### config.mk
export PLATFORM = sky130hd
export DESIGN_NAME = float_frame_tail_deframer_unit_flat
export DESIGN_NICKNAME = d
export VERILOG_FILES = /design/src/hw/rtl/ffd_pkg.sv /design/src/hw/rtl/ffd_byte_if.sv /design/src/hw/rtl/ffd_res_if.sv /design/src/hw/rtl/float_frame_tail_deframer_unit.sv /design/src/hw/rtl/ffd_ram.sv /design/src/hw/rtl/ffd_datapath.sv /design/src/hw/rtl/ffd_ctrl.sv /design/src/flat_wrapper.sv
export SDC_FILE = /design/constraint.sdc
export NUM_CORES = 2
export LEC_CHECK = 0
export BUFFER_PORTS_ARGS = -buffer_cell sky130_fd_sc_hd__buf_2
export CAP_MARGIN = 20
export CORE_AREA = 3 3 450 452
export DETAILED_ROUTE_END_ITERATION = 8
export DIE_AREA = 0 0 453 455
export SETUP_SLACK_MARGIN = 0.2
export SYNTH_ARGS = -nofsm -noshare
export SYNTH_HDL_FRONTEND = slang
export SYNTH_SLANG_ARGS = --single-unit
### constraint.sdc
create_clock -name i_clk -period 6.8 [get_ports i_clk]
set_clock_uncertainty 0.05 [all_clocks]
set_input_delay 1.36 -clock i_clk [delete_from_list [all_inputs] [get_ports i_clk]]
set_output_delay 1.36 -clock i_clk [all_outputs]
set_load 0.02 [all_outputs]
### src/hw/rtl/ffd_pkg.sv
// shared types and constants for the float frame tail deframer
// no dependencies; used by every rtl file of the block but ffd_ram
package ffd_pkg;

    localparam int BYTE_W          = 8;
    localparam int DATA_W          = 32;
    localparam int MAX_FRAME_WORDS = 64;
    localparam int ADDR_W          = $clog2(MAX_FRAME_WORDS);
    localparam int NUM_W           = $clog2(MAX_FRAME_WORDS + 1);
    localparam int CNT_W           = 9;
    localparam int TAIL_LEN        = 4;
    localparam logic [CNT_W-1:0]  CNT_MAX    = 9'd511;
    localparam logic [DATA_W-1:0] TAIL_RESET = 32'h7F80_0000;

    // apb register map, one word per register
    localparam int PADDR_W = 3;
    localparam logic REG_PAIR_MODE  = 1'b0;
    localparam logic REG_FRAME_TAIL = 1'b1;

    // what a closing tail does to the frame
    localparam logic [1:0] KIND_NONE  = 2'd0;
    localparam logic [1:0] KIND_EMPTY = 2'd1;
    localparam logic [1:0] KIND_WORDS = 2'd2;

    typedef struct packed {
        logic byte_take;
        logic rd_en;
        logic cap_a;
        logic cap_b;
        logic load_out;
    } t_ffd_cmd;

    typedef struct packed {
        logic [1:0] close_kind;
        logic       pair;
        logic       last;
        logic       out_free;
    } t_ffd_sts;

endpackage

### src/hw/rtl/ffd_byte_if.sv
// byte stream channel: valid/ready handshake plus one raw byte
// depends on ffd_pkg
interface ffd_byte_if;
    logic                      valid;
    logic                      ready;
    logic [ffd_pkg::BYTE_W-1:0] in_byte;

    modport source (output valid, output in_byte, input ready);
    modport sink   (input valid, input in_byte, output ready);
endinterface

### src/hw/rtl/ffd_res_if.sv
// result channel: valid/ready handshake plus one decoded result
// depends on ffd_pkg
interface ffd_res_if;
    logic                      valid;
    logic                      ready;
    logic [ffd_pkg::DATA_W-1:0] value_a;
    logic [ffd_pkg::DATA_W-1:0] value_b;
    logic                      last_of_frame;
    logic                      frame_empty;

    modport source (output valid, output value_a, output value_b,
                    output last_of_frame, output frame_empty, input ready);
    modport sink   (input valid, input value_a, input value_b,
                    input last_of_frame, input frame_empty, output ready);
endinterface

### src/hw/rtl/float_frame_tail_deframer_unit.sv
// top level of the float frame tail deframer: apb registers, controller, datapath
// depends on ffd_pkg, ffd_byte_if, ffd_res_if, ffd_ctrl, ffd_datapath
//
//   channel    dir   modport   carries
//   i_byte     in    sink      in_byte
//   o_res      out   source    value_a, value_b, last_of_frame, frame_empty
//   apb        in    slave     pair_mode (0x0), frame_tail (0x4)
//
// one byte is taken per cycle while no frame is being read out
// a closing tail starts the readout: each word, or pair in pair mode, is read in
// turn through the single read port of the payload ram and its registered data
// bytes are stalled during readout; a result waiting in the output register
// does not stall bytes once the readout is over
// reset is synchronous and active low; no clearing pass on the payload ram
module float_frame_tail_deframer_unit (
    input  logic                           i_clk,
    input  logic                           i_rst_n,
    ffd_byte_if.sink                       i_byte,
    ffd_res_if.source                      o_res,
    input  logic                           psel,
    input  logic                           penable,
    input  logic                           pwrite,
    input  logic [ffd_pkg::PADDR_W-1:0]    paddr,
    input  logic [ffd_pkg::DATA_W-1:0]     pwdata,
    output logic [ffd_pkg::DATA_W-1:0]     prdata,
    output logic                           pready
);

    logic                       r_pair_mode;
    logic [ffd_pkg::DATA_W-1:0] r_frame_tail;
    logic                       reg_sel;
    logic                       wr_en;

    ffd_pkg::t_ffd_cmd cmd;
    ffd_pkg::t_ffd_sts sts;

    assign pready  = 1'b1;
    assign reg_sel = paddr[2];
    assign wr_en   = psel && penable && pwrite;

    always_ff @(posedge i_clk) begin
        if (!i_rst_n) begin
            r_pair_mode  <= 1'b0;
            r_frame_tail <= ffd_pkg::TAIL_RESET;
        end else if (wr_en) begin
            unique case (reg_sel)
                ffd_pkg::REG_PAIR_MODE:  r_pair_mode  <= pwdata[0];
                ffd_pkg::REG_FRAME_TAIL: r_frame_tail <= pwdata;
                default: begin
                end
            endcase
        end
    end

    always_comb begin
        unique case (reg_sel)
            ffd_pkg::REG_PAIR_MODE:  prdata = {{(ffd_pkg::DATA_W-1){1'b0}}, r_pair_mode};
            ffd_pkg::REG_FRAME_TAIL: prdata = r_frame_tail;
            default:                 prdata = '0;
        endcase
    end

    ffd_ctrl u_ctrl (
        .i_clk      (i_clk),
        .i_rst_n    (i_rst_n),
        .i_in_valid (i_byte.valid),
        .o_in_ready (i_byte.ready),
        .i_sts      (sts),
        .o_cmd      (cmd)
    );

    ffd_datapath u_dp (
        .i_clk           (i_clk),
        .i_rst_n         (i_rst_n),
        .i_cmd           (cmd),
        .o_sts           (sts),
        .i_in_byte       (i_byte.in_byte),
        .i_pair_mode     (r_pair_mode),
        .i_frame_tail    (r_frame_tail),
        .i_out_ready     (o_res.ready),
        .o_out_valid     (o_res.valid),
        .o_value_a       (o_res.value_a),
        .o_value_b       (o_res.value_b),
        .o_last_of_frame (o_res.last_of_frame),
        .o_frame_empty   (o_res.frame_empty)
    );

endmodule

### src/hw/rtl/ffd_ram.sv
// generic simple dual port ram, one write and one read port, registered read
// no dependencies
module ffd_ram #(
    parameter int WIDTH = 32,
    parameter int DEPTH = 64
) (
    input  logic                     i_clk,
    input  logic                     i_we,
    input  logic [$clog2(DEPTH)-1:0] i_waddr,
    input  logic [WIDTH-1:0]         i_wdata,
    input  logic                     i_re,
    input  logic [$clog2(DEPTH)-1:0] i_raddr,
    output logic [WIDTH-1:0]         o_rdata
);

    logic [WIDTH-1:0] r_mem [DEPTH];
    logic [WIDTH-1:0] r_rdata;

    always_ff @(posedge i_clk) begin
        if (i_we) begin
            r_mem[i_waddr] <= i_wdata;
        end
        if (i_re) begin
            r_rdata <= r_mem[i_raddr];
        end
    end

    assign o_rdata = r_rdata;

endmodule

### src/hw/rtl/ffd_datapath.sv
// deframer datapath: tail window, byte count, word assembly, payload ram,
// readout pointer and output register; depends on ffd_pkg and ffd_ram
module ffd_datapath (
    input  logic                         i_clk,
    input  logic                         i_rst_n,
    input  ffd_pkg::t_ffd_cmd            i_cmd,
    output ffd_pkg::t_ffd_sts            o_sts,
    input  logic [ffd_pkg::BYTE_W-1:0]   i_in_byte,
    input  logic                         i_pair_mode,
    input  logic [ffd_pkg::DATA_W-1:0]   i_frame_tail,
    input  logic                         i_out_ready,
    output logic                         o_out_valid,
    output logic [ffd_pkg::DATA_W-1:0]   o_value_a,
    output logic [ffd_pkg::DATA_W-1:0]   o_value_b,
    output logic                         o_last_of_frame,
    output logic                         o_frame_empty
);

    localparam int WIDX_W = ffd_pkg::CNT_W - 2;

    logic [ffd_pkg::CNT_W-1:0]  r_count;
    logic [ffd_pkg::DATA_W-1:0] r_recent;
    logic                       r_overflow;
    logic [ffd_pkg::DATA_W-1:0] r_word;
    logic [ffd_pkg::NUM_W-1:0]  r_left;
    logic [ffd_pkg::ADDR_W-1:0] r_addr;
    logic                       r_pair;
    logic                       r_empty;
    logic [ffd_pkg::DATA_W-1:0] r_a;
    logic [ffd_pkg::DATA_W-1:0] r_b;
    logic                       r_out_valid;
    logic [ffd_pkg::DATA_W-1:0] r_out_a;
    logic [ffd_pkg::DATA_W-1:0] r_out_b;
    logic                       r_out_last;
    logic                       r_out_empty;

    logic [ffd_pkg::CNT_W-1:0]  pos;
    logic [WIDX_W-1:0]          widx;
    logic                       has_byte;
    logic                       ovf_set;
    logic                       ovf_now;
    logic                       ram_we;
    logic [ffd_pkg::DATA_W-1:0] n_word;
    logic [ffd_pkg::DATA_W-1:0] n_recent;
    logic [ffd_pkg::CNT_W-1:0]  n_count;
    logic [ffd_pkg::CNT_W-1:0]  len;
    logic                       hit;
    logic [1:0]                 kind;
    logic [ffd_pkg::NUM_W-1:0]  num;
    logic [ffd_pkg::DATA_W-1:0] rdata;
    logic                       out_free;

    always_comb begin
        has_byte = r_count >= ffd_pkg::CNT_W'(ffd_pkg::TAIL_LEN);
        pos      = r_count - ffd_pkg::CNT_W'(ffd_pkg::TAIL_LEN);
        widx     = pos[ffd_pkg::CNT_W-1:2];
        ovf_set  = has_byte && (widx >= WIDX_W'(ffd_pkg::MAX_FRAME_WORDS));
        ovf_now  = r_overflow || ovf_set;
        // byte leaving the window lands on top, so the first byte ends up low
        n_word   = {r_recent[ffd_pkg::BYTE_W-1:0], r_word[ffd_pkg::DATA_W-1:ffd_pkg::BYTE_W]};
        ram_we   = i_cmd.byte_take && has_byte && !ovf_set && (pos[1:0] == 2'b11);
        n_recent = {i_in_byte, r_recent[ffd_pkg::DATA_W-1:ffd_pkg::BYTE_W]};
        n_count  = (r_count == ffd_pkg::CNT_MAX) ? r_count : r_count + 1'b1;
        hit      = (n_count >= ffd_pkg::CNT_W'(ffd_pkg::TAIL_LEN)) && (n_recent == i_frame_tail);
        len      = n_count - ffd_pkg::CNT_W'(ffd_pkg::TAIL_LEN);
        num      = i_pair_mode ? ffd_pkg::NUM_W'(len >> 3) : ffd_pkg::NUM_W'(len >> 2);
        kind     = ffd_pkg::KIND_NONE;
        if (hit && !ovf_now) begin
            if (len == '0) begin
                kind = ffd_pkg::KIND_EMPTY;
            end else if (!i_pair_mode && (len[1:0] == 2'b00)) begin
                kind = ffd_pkg::KIND_WORDS;
            end else if (i_pair_mode && (len[2:0] == 3'b000)) begin
                kind = ffd_pkg::KIND_WORDS;
            end
        end
        out_free = !r_out_valid || i_out_ready;
    end

    ffd_ram #(
        .WIDTH (ffd_pkg::DATA_W),
        .DEPTH (ffd_pkg::MAX_FRAME_WORDS)
    ) u_store (
        .i_clk   (i_clk),
        .i_we    (ram_we),
        .i_waddr (widx[ffd_pkg::ADDR_W-1:0]),
        .i_wdata (n_word),
        .i_re    (i_cmd.rd_en),
        .i_raddr (r_addr),
        .o_rdata (rdata)
    );

    always_ff @(posedge i_clk) begin
        if (!i_rst_n) begin
            r_count     <= '0;
            r_recent    <= '0;
            r_overflow  <= 1'b0;
            r_left      <= '0;
            r_addr      <= '0;
            r_pair      <= 1'b0;
            r_empty     <= 1'b0;
            r_out_valid <= 1'b0;
        end else begin
            if (i_cmd.byte_take) begin
                if (hit) begin
                    r_count    <= '0;
                    r_recent   <= '0;
                    r_overflow <= 1'b0;
                end else begin
                    r_count    <= n_count;
                    r_recent   <= n_recent;
                    r_overflow <= ovf_now;
                end
                if (kind != ffd_pkg::KIND_NONE) begin
                    r_left  <= (kind == ffd_pkg::KIND_EMPTY) ? ffd_pkg::NUM_W'(1) : num;
                    r_addr  <= '0;
                    r_pair  <= i_pair_mode;
                    r_empty <= (kind == ffd_pkg::KIND_EMPTY);
                end
            end
            if (i_cmd.rd_en) begin
                r_addr <= r_addr + 1'b1;
            end
            if (i_cmd.load_out) begin
                r_left      <= r_left - 1'b1;
                r_out_valid <= 1'b1;
            end else if (i_out_ready) begin
                r_out_valid <= 1'b0;
            end
        end
    end

    // payload registers
    always_ff @(posedge i_clk) begin
        if (i_cmd.byte_take && has_byte) begin
            r_word <= n_word;
        end
        if (i_cmd.byte_take && (kind != ffd_pkg::KIND_NONE)) begin
            r_a <= '0;
            r_b <= '0;
        end
        if (i_cmd.cap_a) begin
            r_a <= rdata;
        end
        if (i_cmd.cap_b) begin
            r_b <= rdata;
        end
        if (i_cmd.load_out) begin
            r_out_a     <= r_a;
            r_out_b     <= r_b;
            r_out_last  <= (r_left == ffd_pkg::NUM_W'(1));
            r_out_empty <= r_empty;
        end
    end

    assign o_sts.close_kind = kind;
    assign o_sts.pair       = r_pair;
    assign o_sts.last       = (r_left == ffd_pkg::NUM_W'(1));
    assign o_sts.out_free   = out_free;

    assign o_out_valid     = r_out_valid;
    assign o_value_a       = r_out_a;
    assign o_value_b       = r_out_b;
    assign o_last_of_frame = r_out_last;
    assign o_frame_empty   = r_out_empty;

endmodule

### src/hw/rtl/ffd_ctrl.sv
// deframer controller: takes bytes while idle, sequences the frame readout
// depends on ffd_pkg
module ffd_ctrl (
    input  logic              i_clk,
    input  logic              i_rst_n,
    input  logic              i_in_valid,
    output logic              o_in_ready,
    input  ffd_pkg::t_ffd_sts i_sts,
    output ffd_pkg::t_ffd_cmd o_cmd
);

    localparam logic [2:0] S_IDLE = 3'd0;
    localparam logic [2:0] S_RDA  = 3'd1;
    localparam logic [2:0] S_CAPA = 3'd2;
    localparam logic [2:0] S_CAPB = 3'd3;
    localparam logic [2:0] S_OUT  = 3'd4;

    logic [2:0] r_state;
    logic [2:0] n_state;

    always_comb begin
        n_state        = r_state;
        o_cmd          = '0;
        o_in_ready     = 1'b0;
        unique case (r_state)
            S_IDLE: begin
                o_in_ready = 1'b1;
                if (i_in_valid) begin
                    o_cmd.byte_take = 1'b1;
                    if (i_sts.close_kind == ffd_pkg::KIND_EMPTY) begin
                        n_state = S_OUT;
                    end else if (i_sts.close_kind == ffd_pkg::KIND_WORDS) begin
                        n_state = S_RDA;
                    end
                end
            end
            S_RDA: begin
                o_cmd.rd_en = 1'b1;
                n_state     = S_CAPA;
            end
            S_CAPA: begin
                o_cmd.cap_a = 1'b1;
                // second word of a pair follows straight behind the first
                if (i_sts.pair) begin
                    o_cmd.rd_en = 1'b1;
                    n_state     = S_CAPB;
                end else begin
                    n_state = S_OUT;
                end
            end
            S_CAPB: begin
                o_cmd.cap_b = 1'b1;
                n_state     = S_OUT;
            end
            S_OUT: begin
                if (i_sts.out_free) begin
                    o_cmd.load_out = 1'b1;
                    n_state        = i_sts.last ? S_IDLE : S_RDA;
                end
            end
            default: begin
                n_state = S_IDLE;
            end
        endcase
    end

    always_ff @(posedge i_clk) begin
        if (!i_rst_n) begin
            r_state <= S_IDLE;
        end else begin
            r_state <= n_state;
        end
    end

endmodule

### src/flat_wrapper.sv
// flat-port wrapper written by rule: the top's interface ports become plain ports
module float_frame_tail_deframer_unit_flat 
  (i_clk, i_rst_n, psel, penable, pwrite, paddr, pwdata, prdata, pready, i_byte_valid, i_byte_in_byte, i_byte_ready, o_res_valid, o_res_value_a, o_res_value_b, o_res_last_of_frame, o_res_frame_empty, o_res_ready);
  ffd_byte_if i_byte_i ();
  ffd_res_if o_res_i ();
  input  logic i_clk;
  input  logic i_rst_n;
  input  logic psel;
  input  logic penable;
  input  logic pwrite;
  input  logic [ffd_pkg::PADDR_W-1:0] paddr;
  input  logic [ffd_pkg::DATA_W-1:0] pwdata;
  output logic [ffd_pkg::DATA_W-1:0] prdata;
  output logic pready;
  input wire logic [$bits(i_byte_i.valid)-1:0] i_byte_valid;
  input wire logic [$bits(i_byte_i.in_byte)-1:0] i_byte_in_byte;
  output wire logic [$bits(i_byte_i.ready)-1:0] i_byte_ready;
  output wire logic [$bits(o_res_i.valid)-1:0] o_res_valid;
  output wire logic [$bits(o_res_i.value_a)-1:0] o_res_value_a;
  output wire logic [$bits(o_res_i.value_b)-1:0] o_res_value_b;
  output wire logic [$bits(o_res_i.last_of_frame)-1:0] o_res_last_of_frame;
  output wire logic [$bits(o_res_i.frame_empty)-1:0] o_res_frame_empty;
  input wire logic [$bits(o_res_i.ready)-1:0] o_res_ready;
  assign i_byte_i.valid = i_byte_valid;
  assign i_byte_i.in_byte = i_byte_in_byte;
  assign i_byte_ready = i_byte_i.ready;
  assign o_res_valid = o_res_i.valid;
  assign o_res_value_a = o_res_i.value_a;
  assign o_res_value_b = o_res_i.value_b;
  assign o_res_last_of_frame = o_res_i.last_of_frame;
  assign o_res_frame_empty = o_res_i.frame_empty;
  assign o_res_i.ready = o_res_ready;
  float_frame_tail_deframer_unit u_core (.i_clk(i_clk), .i_rst_n(i_rst_n), .i_byte(i_byte_i), .o_res(o_res_i), .psel(psel), .penable(penable), .pwrite(pwrite), .paddr(paddr), .pwdata(pwdata), .prdata(prdata), .pready(pready));
endmodule
==> flow_metrics.tcl <==
set metrics [dict create \
    drt-pass1-iter-count 6 \
    min_path_type "flip-flop to flip-flop" \
    num_rows 164 \
    drv_slew 0 \
    netSwitchingFraction 0.195 \
    synth-adder-area-share 0.00154 \
    grt_pass1_wl_mm 311 \
    critPathMostFrequentCell "ha_1" \
    crit_arrival_ps 5840 \
    tritoncts "yes" \
    hold_violations 0 \
    synth-xor-area-share 0.00432 \
    worst_pin_slew_ps 1160 \
    final_cell_mix "2234 x edfxtp_1, 664 x mux4_2, 223 x clkbuf_16" \
    cts_buffers 223 \
    layout_commonest_cell "edfxtp_1" \
    finalWirelength_mm 218 \
    synth_top_family_by_area "multiplexers" \
    syn_nets 4016 \
    cp_cell_sequence "ha_1 -> and3_4 -> and2_1 -> nor2_1 -> xnor2_1 -> ha_1 -> nand4_1 -> o22ai_1 -> nor4b_1 -> nor3_1 -> or4b_2 -> ha_1 -> nor2_1 -> a21o_1 -> buf_4" \
    worst_setup_path_end_kind "flip-flop" \
    clk_latency_ps 860 \
    layout-area-overhead-vs-synth_pct 13.9 \
    tns_ps 0 \
    relSlewSlack 0.226 \
    antenna_left 0 \
    syn_avg_cell_area_um2 22.5 \
    path_clk_slew_ps 60 \
    rsz0062_at_grt "false" \
    antenna_found_initial 22 \
    routedWlPerCell_um 30.6 \
    hpwlAfterDp_mm 128 \
    grt_usage 0.212 \
    power_frac_comb 0.006 \
    synth_flop_cell "edfxtp_1" \
    cts_htree_levels 4 \
    cts_resized 0 \
    post_cts_buffers 0 \
    grt_max_degree 109 \
    synth_mux_area_frac 0.170 \
    synth.distinct_cells 62 \
    p_clk_frac 0.432 \
    fp.dieH_um 455 \
    drtIter0Drc 5165 \
    start_util 0.448 \
    crit_buf_inv 1 \
    crit_family "simple AND/OR/NAND/NOR gates" \
    grt_pass1_vias 41600 \
    cts_hold_buf 0 \
    synth_area_um2 89200 \
    synth_seq_cells 2328 \
    worst_slack_ps 1400 \
    dieArea_um2 206000 \
    worstPathRequired_ps 7250 \
    cts_buffer_depth 3 \
    min_period_over_period 0.794 \
    irDropWorstVdd_mv 0.202 \
    internal-power_mw 22.2 \
    grt-ovfl-total 0 \
    multi_input_area_um2 19800 \
    coreArea_um2 199000 \
    crit_path_max_incr_delay_ps 660 \
    fmax_mhz 185 \
    seqCellArea_um2 69000 \
    synthSimpleGateAreaFrac 0.0265 \
    drt-vias-per-instance 5.83 \
    ys_seq_area_frac 0.773 \
    cts-root-buf "clkbuf_16" \
    ios 151 \
    hold_ws_ps 360 \
    cts.sinks 2328 \
    vias 41500 \
    synth_warnings 0 \
    fillers 15500 \
    synth-edff-count 2234 \
    die_w_um 453 \
    fin_nets 4346 \
    cap_violations 0 \
    slowest_stage "or4b_2" \
    setup_viol 0 \
    synth_compound_area_frac 0.0128 \
    drive_above_1_share 0.314 \
    critPathLaunchType "flip-flop" \
    pwr-share-seq 0.563 \
    status "finished clean" \
    place_congestion 0.832 \
    fin_crit_ps 5400 \
    cp_max_fo 32 \
    power.switching_mw 5.38 \
    synthArstFlopShare 0 \
    drc 0 \
    cellLeakagePower_nw 28.3 \
    crit_type "flip-flop to flip-flop" \
    synthCells 3955 \
    place_ws_ps 1470 \
    power_density_nw_per_um2 272 \
    numPortBuffers 147 \
]
-- per-stage QoR --
step	util	cell area (um2)	cells	power, mW
2_1_floorplan	-	89200	3955	15.9
3_3_place_gp	0.474	94300	6704	16.0
3_5_place_dp	0.474	94500	6711	16.0
4_1_cts	0.509	101000	7117	27.8
5_1_grt	0.510	102000	7122	28.4
6_report	0.510	102000	7129	27.6
-- cell families after synthesis --
kind of cell	Yosys count
and+or+nand+nor	491
AOI/OAI and AO/OA	166
DFF	2328
other	1
buffers and inverters	228
muxes	686
adders and majority gates	11
xor gates and xnor gates	44
-- power groups by stage --
stage	logic [mW]	registers, mW	clock network (mW)
after CTS	0.153	15.5	12.1
after global placement	0.148	15.8	0
final	0.152	15.5	11.9
after floorplan	0.0734	15.8	0
after global routing	0.167	15.5	12.7
after detailed placement	0.152	15.8	0
-- metal layers --
layer	global-route usage	share of wire
met1	0.306	0.42
met2	0.340	0.49
met3	0.0368	0.071
met4	0.0509	0.020
met5	0	0
-- synthesized netlist by cell type (11+ instances only) --
| master | n | area, um2 |
|---|---|---|
| a21boi_0 | 62 | 465 |
| a21oi_1 | 21 | 105 |
| a31oi_1 | 11 | 68.8 |
| and2_1 | 70 | 438 |
| and3_1 | 35 | 219 |
| buf_1 | 27 | 101 |
| buf_2 | 48 | 240 |
| buf_4 | 17 | 128 |
| clkbuf_1 | 121 | 454 |
| dfxtp_1 | 94 | 1880 |
| edfxtp_1 | 2234 | 67100 |
| ha_1 | 11 | 138 |
| inv_1 | 11 | 41.3 |
| mux2i_1 | 12 | 120 |
| mux4_2 | 664 | 15000 |
| nand2_1 | 167 | 627 |
| nand3_1 | 60 | 300 |
| nand4_1 | 14 | 87.6 |
| nor2_1 | 94 | 353 |
| nor3_1 | 15 | 75.1 |
| o21ai_0 | 36 | 180 |
| xnor2_1 | 38 | 333 |
-- sequential cells by signal, summed over array words and instances, names as in the netlist, 3 cells and up --
signal	count
u_core.u_dp.u_store.r_mem	2048
u_core.u_dp.r_addr	6
u_core.u_ctrl.r_state	3
u_core.u_dp.r_b	32
u_core.u_dp.r_recent	32
u_core.u_dp.o_value_a	32
u_core.r_frame_tail	32
u_core.u_dp.r_a	32
u_core.u_dp.r_word	24
u_core.u_dp.r_count	9
u_core.u_dp.o_value_b	32
u_core.u_dp.u_store.o_rdata	32
u_core.u_dp.r_left	7
-- worst reg2reg max path, delay by kind of cell (launching register included) --
kind	cells	cell delay, ps
fa+ha+maj	3	890
compound gates	2	480
flops	1	610
simple gates	8	2360
xor+xnor	1	250
buf+inv	1	370
-- path summary, 6_finish.rpt --
kind	start	endpoint	slack [ps]	cells after the start
worst max-delay path	u_core.u_dp.r_count[2]	u_core.u_dp.r_b[16]	1400	15
worst min-delay path	u_core.u_dp.r_a[19]	u_core.u_dp.o_value_a[19]	360	0
worst max register to register	u_core.u_dp.r_count[2]	u_core.u_dp.r_b[16]	1400	15
worst min register to register	u_core.u_dp.r_a[19]	u_core.u_dp.o_value_a[19]	360	0
-- layout make-up --
cell class              count  area share
diodes                      7    0.000172
clock inverters           124      0.0116
clock buffers             282      0.0571
inverters                  13    0.000480
repair buffers            320      0.0242
flip-flops and latches   2328       0.679
multi-input cells        1399       0.195
well taps                2656      0.0327
Note: power is estimated with default switching activity, not from simulation.
